## src/sv/assert_macros.svh

```systemverilog
// Assertion macros used by the RTL top level of the lock directory.
`ifndef ASSERT_MACROS_SVH
`define ASSERT_MACROS_SVH
`ifndef NO_ASSERTIONS
// Property that must hold at every clock edge outside reset.
`define LDRR_ASSERT(lbl, clk, rst_n, prop, msg) \
  lbl: assert property (@(posedge clk) disable iff (!rst_n) prop) else $error(msg);
// Condition that must never be true at a clock edge outside reset.
`define LDRR_NEVER(lbl, clk, rst_n, expr, msg) \
  lbl: assert property (@(posedge clk) disable iff (!rst_n) !(expr)) else $error(msg);
`else
`define LDRR_ASSERT(lbl, clk, rst_n, prop, msg)
`define LDRR_NEVER(lbl, clk, rst_n, expr, msg)
`endif
`endif

```

## src/sv/ldrr_pkg.sv

```systemverilog
// Types, constants and codes shared by the lock directory modules.
package ldrr_pkg;

  localparam int LOCK_SLOTS = 64;
  localparam int CLIENTS    = 16;
  localparam int SLOT_W     = 6;
  localparam int CLIENT_W   = 4;
  localparam int COUNT_W    = 32;

  typedef enum logic [1:0] {
    OP_ACQUIRE = 2'd0,
    OP_RELEASE = 2'd1,
    OP_STAT    = 2'd2
  } op_t;

  typedef enum logic [1:0] {
    ST_OK      = 2'd0,
    ST_RETRY   = 2'd1,
    ST_UNKNOWN = 2'd2
  } status_t;

  typedef enum logic {
    S_IDLE = 1'b0,
    S_EXEC = 1'b1
  } state_t;

  // One lock entry as stored in the directory memory.
  typedef struct packed {
    logic                held;
    logic [CLIENT_W-1:0] owner;
    logic                revoke_sent;
    logic [CLIENTS-1:0]  waiters;
  } entry_t;

  // A request beat as held during its read-modify-write.
  typedef struct packed {
    logic [1:0]          op;
    logic [SLOT_W-1:0]   slot;
    logic [CLIENT_W-1:0] client;
  } req_t;

  // Outcome of one request computed from the fetched entry.
  typedef struct packed {
    logic                we;
    logic                set_exists;
    entry_t              entry;
    logic                count_inc;
    status_t             status;
    logic                send_revoke;
    logic                send_retry;
    logic [CLIENT_W-1:0] target;
  } upd_t;

endpackage

```

## src/sv/ldrr_req_if.sv

```systemverilog
// Request and result channel interfaces of the lock directory.
interface ldrr_req_if;
  import ldrr_pkg::*;
  logic                valid;
  logic                ready;
  logic [1:0]          operation;
  logic [SLOT_W-1:0]   lock_slot;
  logic [CLIENT_W-1:0] client;

  modport source (output valid, operation, lock_slot, client, input ready);
  modport sink   (input valid, operation, lock_slot, client, output ready);
endinterface

interface ldrr_rsp_if;
  import ldrr_pkg::*;
  logic                valid;
  logic                ready;
  logic [1:0]          status;
  logic                send_revoke;
  logic                send_retry;
  logic [CLIENT_W-1:0] target_client;
  logic [COUNT_W-1:0]  acquire_count;

  modport source (output valid, status, send_revoke, send_retry, target_client,
                  acquire_count, input ready);
  modport sink   (input valid, status, send_revoke, send_retry, target_client,
                  acquire_count, output ready);
endinterface

```

## src/sv/ldrr_entry_ram.sv

```systemverilog
// Lock entry memory: one write port, one read port with registered data.
module ldrr_entry_ram
  import ldrr_pkg::*;
(
  input  logic              clk,
  input  logic              we,
  input  logic [SLOT_W-1:0] waddr,
  input  entry_t            wdata,
  input  logic              re,
  input  logic [SLOT_W-1:0] raddr,
  output entry_t            rdata
);

  entry_t mem [LOCK_SLOTS];
  entry_t rdata_r;

  // Write port.
  always_ff @(posedge clk) begin
    if (we) begin
      mem[waddr] <= wdata;
    end
  end

  // Read port, registered data.
  always_ff @(posedge clk) begin
    if (re) begin
      rdata_r <= mem[raddr];
    end
  end

  assign rdata = rdata_r;

endmodule

```

## src/sv/ldrr_update.sv

```systemverilog
// Modify step: computes the new lock entry and the result of one request.
module ldrr_update
  import ldrr_pkg::*;
(
  input  req_t   req,
  input  logic   exists,
  input  entry_t rd_entry,
  output upd_t   upd
);

  entry_t              cur;
  entry_t              nxt;
  logic                slot_oor;
  logic                client_oor;
  logic [CLIENTS-1:0]  cl_bit;
  logic [CLIENTS-1:0]  lowest_oh;
  logic [CLIENT_W-1:0] lowest_idx;
  logic                many_waiters;

  // An entry never created reads as all zero.
  assign cur        = exists ? rd_entry : '0;
  assign slot_oor   = {1'b0, req.slot} >= (SLOT_W+1)'(LOCK_SLOTS);
  assign client_oor = {1'b0, req.client} >= (CLIENT_W+1)'(CLIENTS);
  assign cl_bit     = CLIENTS'(1) << req.client;

  // Lowest waiter: isolate the lowest set bit, then encode it.
  assign lowest_oh    = cur.waiters & (~cur.waiters + CLIENTS'(1));
  assign many_waiters = (cur.waiters & (cur.waiters - CLIENTS'(1))) != '0;

  always_comb begin
    lowest_idx = '0;
    for (int i = 0; i < CLIENTS; i++) begin
      if (lowest_oh[i]) begin
        lowest_idx = lowest_idx | CLIENT_W'(i);
      end
    end
  end

  // Per-operation entry update and result.
  always_comb begin
    nxt             = cur;
    upd             = '0;
    upd.status      = ST_OK;
    unique case (req.op)
      OP_ACQUIRE: begin
        upd.count_inc = 1'b1;
        if (slot_oor || client_oor) begin
          upd.status = ST_RETRY;
        end else begin
          upd.we         = 1'b1;
          upd.set_exists = 1'b1;
          if (!cur.held) begin
            nxt.held        = 1'b1;
            nxt.owner       = req.client;
            nxt.waiters     = cur.waiters & ~cl_bit;
            nxt.revoke_sent = 1'b0;
            upd.status      = ST_OK;
          end else begin
            nxt.waiters = cur.waiters | cl_bit;
            if (!cur.revoke_sent) begin
              nxt.revoke_sent = 1'b1;
              upd.send_revoke = 1'b1;
              upd.target      = cur.owner;
            end
            upd.status = ST_RETRY;
          end
        end
      end
      OP_RELEASE: begin
        if (slot_oor || !exists) begin
          upd.status = ST_UNKNOWN;
        end else begin
          upd.we          = 1'b1;
          nxt.held        = 1'b0;
          nxt.owner       = '0;
          nxt.revoke_sent = 1'b0;
          if (cur.waiters != '0) begin
            upd.target      = lowest_idx;
            upd.send_retry  = 1'b1;
            upd.send_revoke = many_waiters;
          end
          upd.status = ST_OK;
        end
      end
      default: begin
        // Stat and unused codes only report the count.
        upd.status = ST_OK;
      end
    endcase
    upd.entry = nxt;
  end

endmodule

```

## src/sv/lock_directory_revoke_retry_unit.sv

```systemverilog
// Top level of the lock directory with revoke and retry messaging.
//
//  channel | dir | beat payload                                          | handshake
//  in_ch   | in  | operation, lock_slot, client                          | valid/ready
//  out_ch  | out | status, send_revoke, send_retry, target_client, count | valid/ready
//
// A request is accepted in IDLE, where the accept edge issues the entry memory
// read; in EXEC the updated entry is written back and the result loaded, once the output register is empty or taken.
// One request is in flight at a time, so no read can see a stale entry.
// A held result does not block the next accept; a second result waits in
// the read-modify-write step until the output register is taken.
// Synchronous active-low reset clears the sequencer state, the entry valid bits, the count and the output valid.

`include "assert_macros.svh"

module lock_directory_revoke_retry_unit
  import ldrr_pkg::*;
(
  input  logic clk,
  input  logic rst_n,
  ldrr_req_if.sink   in_ch,
  ldrr_rsp_if.source out_ch
);

  state_t                state_r;
  state_t                state_nxt;
  req_t                  req_r;
  logic [LOCK_SLOTS-1:0] exists_r;
  logic [COUNT_W-1:0]    count_r;
  logic [COUNT_W-1:0]    count_nxt;
  logic                  out_valid_r;
  status_t               status_r;
  logic                  revoke_r;
  logic                  retry_r;
  logic [CLIENT_W-1:0]   target_r;
  logic [COUNT_W-1:0]    out_count_r;
  logic                  accept;
  logic                  commit;
  entry_t                rd_entry;
  upd_t                  upd;

  // Entry memory.
  ldrr_entry_ram u_ram (
    .clk   (clk),
    .we    (commit && upd.we),
    .waddr (req_r.slot),
    .wdata (upd.entry),
    .re    (accept),
    .raddr (in_ch.lock_slot),
    .rdata (rd_entry)
  );

  // Entry update logic.
  ldrr_update u_update (
    .req      (req_r),
    .exists   (exists_r[req_r.slot]),
    .rd_entry (rd_entry),
    .upd      (upd)
  );

  // Sequencer state register.
  always_ff @(posedge clk) begin
    if (!rst_n) begin
      state_r <= S_IDLE;
    end else begin
      state_r <= state_nxt;
    end
  end

  // Next state, accept and commit.
  always_comb begin
    state_nxt   = state_r;
    in_ch.ready = 1'b0;
    commit      = 1'b0;
    unique case (state_r)
      S_IDLE: begin
        in_ch.ready = 1'b1;
        if (in_ch.valid) begin
          state_nxt = S_EXEC;
        end
      end
      S_EXEC: begin
        if (!out_valid_r || out_ch.ready) begin
          commit    = 1'b1;
          state_nxt = S_IDLE;
        end
      end
      default: begin
        state_nxt = S_IDLE;
      end
    endcase
  end

  assign accept    = in_ch.valid && in_ch.ready;
  assign count_nxt = count_r + COUNT_W'(upd.count_inc);

  // Request capture.
  always_ff @(posedge clk) begin
    if (accept) begin
      req_r.op     <= in_ch.operation;
      req_r.slot   <= in_ch.lock_slot;
      req_r.client <= in_ch.client;
    end
  end

  // Entry valid bits and acquire count.
  always_ff @(posedge clk) begin
    if (!rst_n) begin
      exists_r <= '0;
      count_r  <= '0;
    end else if (commit) begin
      count_r <= count_nxt;
      if (upd.set_exists) begin
        exists_r[req_r.slot] <= 1'b1;
      end
    end
  end

  // Output register valid.
  always_ff @(posedge clk) begin
    if (!rst_n) begin
      out_valid_r <= 1'b0;
    end else if (commit) begin
      out_valid_r <= 1'b1;
    end else if (out_ch.ready) begin
      out_valid_r <= 1'b0;
    end
  end

  // Output register payload.
  always_ff @(posedge clk) begin
    if (commit) begin
      status_r    <= upd.status;
      revoke_r    <= upd.send_revoke;
      retry_r     <= upd.send_retry;
      target_r    <= upd.target;
      out_count_r <= count_nxt;
    end
  end

  assign out_ch.valid         = out_valid_r;
  assign out_ch.status        = status_r;
  assign out_ch.send_revoke   = revoke_r;
  assign out_ch.send_retry    = retry_r;
  assign out_ch.target_client = target_r;
  assign out_ch.acquire_count = out_count_r;

  // An accepted beat always moves to the read-modify-write step.
  `LDRR_ASSERT(a_accept_exec, clk, rst_n, accept |=> (state_r == S_EXEC && !in_ch.ready), "accepted request did not enter the update step")
  // A committed request always leaves a result in the output register.
  `LDRR_ASSERT(a_commit_out, clk, rst_n, commit |=> out_valid_r, "committed request left no result")
  // A retry message only follows a successful release.
  `LDRR_NEVER(a_retry_status, clk, rst_n, out_valid_r && retry_r && status_r != ST_OK, "retry sent with a non-OK status")
  // A release of an unknown lock sends no message.
  `LDRR_NEVER(a_unknown_quiet, clk, rst_n, out_valid_r && status_r == ST_UNKNOWN && (revoke_r || retry_r), "message sent for an unknown lock")

endmodule

```

## src/flat_wrapper.sv

```systemverilog
// flat-port wrapper written by rule: the top's interface ports become plain ports
module lock_directory_revoke_retry_unit_flat import ldrr_pkg::*;
  (clk, rst_n, in_ch_valid, in_ch_operation, in_ch_lock_slot, in_ch_client, in_ch_ready, out_ch_valid, out_ch_status, out_ch_send_revoke, out_ch_send_retry, out_ch_target_client, out_ch_acquire_count, out_ch_ready);
  ldrr_req_if in_ch_i ();
  ldrr_rsp_if out_ch_i ();
  input  logic clk;
  input  logic rst_n;
  input wire logic [$bits(in_ch_i.valid)-1:0] in_ch_valid;
  input wire logic [$bits(in_ch_i.operation)-1:0] in_ch_operation;
  input wire logic [$bits(in_ch_i.lock_slot)-1:0] in_ch_lock_slot;
  input wire logic [$bits(in_ch_i.client)-1:0] in_ch_client;
  output wire logic [$bits(in_ch_i.ready)-1:0] in_ch_ready;
  output wire logic [$bits(out_ch_i.valid)-1:0] out_ch_valid;
  output wire logic [$bits(out_ch_i.status)-1:0] out_ch_status;
  output wire logic [$bits(out_ch_i.send_revoke)-1:0] out_ch_send_revoke;
  output wire logic [$bits(out_ch_i.send_retry)-1:0] out_ch_send_retry;
  output wire logic [$bits(out_ch_i.target_client)-1:0] out_ch_target_client;
  output wire logic [$bits(out_ch_i.acquire_count)-1:0] out_ch_acquire_count;
  input wire logic [$bits(out_ch_i.ready)-1:0] out_ch_ready;
  assign in_ch_i.valid = in_ch_valid;
  assign in_ch_i.operation = in_ch_operation;
  assign in_ch_i.lock_slot = in_ch_lock_slot;
  assign in_ch_i.client = in_ch_client;
  assign in_ch_ready = in_ch_i.ready;
  assign out_ch_valid = out_ch_i.valid;
  assign out_ch_status = out_ch_i.status;
  assign out_ch_send_revoke = out_ch_i.send_revoke;
  assign out_ch_send_retry = out_ch_i.send_retry;
  assign out_ch_target_client = out_ch_i.target_client;
  assign out_ch_acquire_count = out_ch_i.acquire_count;
  assign out_ch_i.ready = out_ch_ready;
  lock_directory_revoke_retry_unit u_core (.clk(clk), .rst_n(rst_n), .in_ch(in_ch_i), .out_ch(out_ch_i));
endmodule
```

## config.mk

```make
export PLATFORM = sky130hd
export DESIGN_NAME = lock_directory_revoke_retry_unit_flat
export DESIGN_NICKNAME = d
export VERILOG_FILES = /design/src/sv/ldrr_pkg.sv /design/src/sv/ldrr_req_if.sv /design/src/sv/ldrr_entry_ram.sv /design/src/sv/ldrr_update.sv /design/src/sv/lock_directory_revoke_retry_unit.sv /design/src/flat_wrapper.sv
export VERILOG_INCLUDE_DIRS = /design/src /design/src/sv
export SDC_FILE = /design/constraint.sdc
export NUM_CORES = 2
export LEC_CHECK = 0
export ABC_AREA = 1
export ABC_CLOCK_PERIOD_IN_PS = 4900
export BUFFER_PORTS_ARGS = -buffer_cell sky130_fd_sc_hd__buf_4
export CORE_MARGIN = 2
export CORE_UTILIZATION = 50
export CTS_CLUSTER_SIZE = 25
export DETAILED_ROUTE_END_ITERATION = 10
export PLACE_DENSITY = 0.68
export SLEW_MARGIN = 20
export SYNTH_ARGS = -nofsm -noshare
export SYNTH_HDL_FRONTEND = slang
export SYNTH_SLANG_ARGS = --single-unit
```

## constraint.sdc

```tcl
create_clock -name clk -period 4.9 [get_ports clk]
set_clock_uncertainty 0.1 [all_clocks]
set_input_delay 0.245 -clock clk [delete_from_list [all_inputs] [get_ports clk]]
set_output_delay 0.245 -clock clk [all_outputs]
set_load 0.01 [all_outputs]
```

==> flow_summary.toml <==
[status]
status = "complete, no violations"

[synth]
syn_inst = 5107
ys_seq_area_share_pct = 73.55
netlist_area_mm2 = 0.06318
ys.warnings.count = 0
synth_cell_types = 46
syn-mean-instance-area_um2 = 12.37
synth.ff_latch_count = 1580
synthesis.nets = 5125

[layout]
seq_area_mm2 = 0.04646
final_cell_mix = "edfxtp_1 (1482), nor2_1 (978), o21ai_0 (921)"
stdcell_count = 6960
syn_to_final_growth_pct = 13.43
n_fill_cell = 9993
multi_input_area_mm2 = 0.01506
nets = 5202
layout_commonest_cell = "edfxtp_1"
drive_gt1_share_pct = 11.56
diodes = 0

[die]
num_rows = 130
die_w_um = 359.5
start_util_pct = 50.31
fp.dieH_um = 359.5
fp.coreArea_mm2 = 0.1256
die-area_mm2 = 0.1292
pin_count = 58

[grt]
grt_pass1_vias = 40140
grt_pass1_wl_um = 262200
grt_max_degree = 190
gr-total-overflow = 0
antenna_found_initial = 5
track_usage_pct = 27.13

[worst_hold_path]
hp-start = "in_ch_client[0]"
hp-class = "in -> reg"

[cts]
post_cts_buffers = 0
cts_buffer_depth = 3
clock_latency_ns = 0.79
cts_sinks = 1580
cts_tree = "done"
clkTransAtPathRegs_ns = 0.06
cts_max_level = 4
cts_buffers = 156
root_buffer = "clkbuf_16"
cts_resized = 0

[timing]
slew_violations = 0
final.setup.tns_ns = 0
tightestPinTransition_ns = 1.134
hold_violations = 0
post-route-period-util_pct = 89.11
period_needed_ns = 4.366
rsz0062_at_grt = "no"
setup-violations-final = 0
slew_headroom_pct = 23.47
fmax_mhz = 229.0

[worst_setup_path]
cp_slowest_cell = "clkinv_2"
crit_start = "u_core.req_r[4]"
crit_fanout = 50
crit_chain = "inv_2, nand2_1, nand3_1, nand2_1, o21ai_1, nand2_1, nor2_2, nand2_4, inv_1, nor2_1, o21ai_0, clkinv_2, buf_4"
worst_setup_path_end_kind = "flip-flop"
cp_common_cell = "nand2_1"
max_stage_delay_ns = 0.80
critPathRequiredTime_ns = 5.32
timing.rr.start = "u_core.req_r[4]"
critPathLaunchType = "flip-flop"
crit_arrival_ns = 4.78
path_class = "reg -> reg"

[place]
globalplace.congestion = 0.9221
hpwlAfterDp_um = 104400
place_inst = 6663
numPortBuffers = 57

[run]
drv_cap = 0

[power_and_ir_drop]
p_leak_nw = 23.38
power.density_mw_per_mm2 = 405.6
peakVddDrop_mv = 0.2383

[detailed_routing]
post_drt_wl_per_cell_um = 25.60
vias = 42620
initialDrtViolationCount = 5727
viasPerCell = 6.124
drt_wl_total_um = 178200
drtAntennaViolNets = 0
drtPass1Iterations = 6
drc = 0
[flip-flops by register name, indices dropped and copies added, names as in the netlist]
| name | flops |
|---|---|
| u_core.out_ch.send_retry | 1 |
| u_core.out_ch.status | 2 |
| u_core.u_ram.mem | 1408 |
| u_core.state_r | 1 |
| u_core.out_ch.target_client | 4 |
| u_core.exists_r | 64 |
| u_core.out_ch.valid | 1 |
| u_core.out_ch.send_revoke | 1 |
| u_core.count_r | 32 |
| u_core.out_ch.acquire_count | 32 |
| u_core.req_r | 12 |
| u_core.u_ram.rdata | 22 |
[area by class of cell]
cell class              count  share of cell area (%)
flip-flops and latches   1580                   64.84
multi-input cells        3000                   21.01
clock buffers             185                   5.718
repair buffers            264                   3.277
well taps                1650                   2.881
clock inverters            99                   1.282
inverters                 182                  0.9917
[report_power, final]
| group | switching, mW | total [mW] | internal (mW) |
|---|---|---|---|
| combinational | 1.72 | 2.22 | 0.502 |
| clock | 5.11 | 11.8 | 6.69 |
| sequential | 0.0468 | 15.0 | 15.0 |
[synthesized netlist by cell type, drive strengths merged]
| library cell | count | area share (%) |
|---|---|---|
| xnor2 | 2 | 0.028 |
| nor4 | 4 | 0.050 |
| o21ai | 944 | 7.5 |
| a31oi | 1 | 0.0099 |
| o32ai | 18 | 0.25 |
| a21oi | 68 | 0.54 |
| nor2 | 992 | 6.0 |
| nor3 | 86 | 0.81 |
| inv | 173 | 1.0 |
| a22o | 9 | 0.12 |
| o22ai | 371 | 3.7 |
| o41ai | 5 | 0.093 |
| o21bai | 4 | 0.048 |
| dfxtp | 98 | 3.1 |
| buf | 40 | 0.38 |
| xor2 | 25 | 0.35 |
| o211ai | 16 | 0.20 |
| clkinv | 9 | 0.053 |
| o311ai | 4 | 0.055 |
| nand3 | 136 | 1.1 |
| o221ai | 47 | 0.65 |
| o31ai | 4 | 0.055 |
| clkbuf | 305 | 1.8 |
| nand4 | 9 | 0.089 |
| a22oi | 1 | 0.012 |
| nand2 | 252 | 1.5 |
| edfxtp | 1482 | 70 |
| ha | 2 | 0.040 |
[per-stage QoR]
| step | setup slack (ns) | utilization [%] | total power [mW] | hold WS [ns] | instance area [um2] |
|---|---|---|---|---|---|
| floorplan | 0.08544 | - | 16.48 | 0.2439 | 63180 |
| global placement | 0.7913 | 52.94 | 17.46 | 0.3286 | 66480 |
| detailed placement | 0.7334 | 52.94 | 17.49 | 0.3249 | 66480 |
| CTS | 0.7066 | 57.02 | 29.12 | 0.03455 | 71600 |
| global route | 0.2109 | 57.07 | 29.83 | 0.06379 | 71660 |
| finish | 0.5336 | 57.07 | 29.06 | 0.08558 | 71660 |
[per-layer routing]
layer / up-vias / GRT usage (%) / part of all wire (%)
met5: - / 0 / 0.0062
met4: 2 / 12.90 / 5.0
met3: 400 / 6.035 / 10
met2: 2306 / 41.57 / 46
met1: 20970 / 37.03 / 39
li1: 18940 / - / -
[cells by family (layout without fill, tap and decap cells)]
logic type               count (synthesis)  count (layout)  share of synthesized area (%)
flip-flops                            1580            1580                          73.55
AND/OR/NAND/NOR                       1479            1479                          9.532
buffers and inverters                  527             730                          3.286
XOR/XNOR                                27              27                         0.3743
AO/OA/AOI/OAI                         1492            1492                          13.22
adder cells (fa/ha/maj)                  2               2                        0.03960
[critical path, delay by kind of cell (launching register included)]
kind,cells,cell delay (ns)
flip-flops,1,0.40
buffers and inverters,4,2.22
AND/OR/NAND/NOR,7,0.92
AO/OA/AOI/OAI,2,0.41
[what timing repair did]
item / 4_1_cts / 5_1_grt
setup endpoints to repair: 0 / 0
hold buffers: 11 / 0
hold endpoints to repair: 43 / 0
[path summary, 6_finish.rpt]
check                             to  slack (ns)  cells after the start
min                  u_core.req_r[0]        0.09                      2
min reg2reg       u_core.exists_r[1]        0.36                      2
max reg2reg  u_core.u_ram.mem[30][6]        0.53                     13
max          u_core.u_ram.mem[30][6]        0.53                     13
No activity file was read; power rests on OpenSTA's default activity.
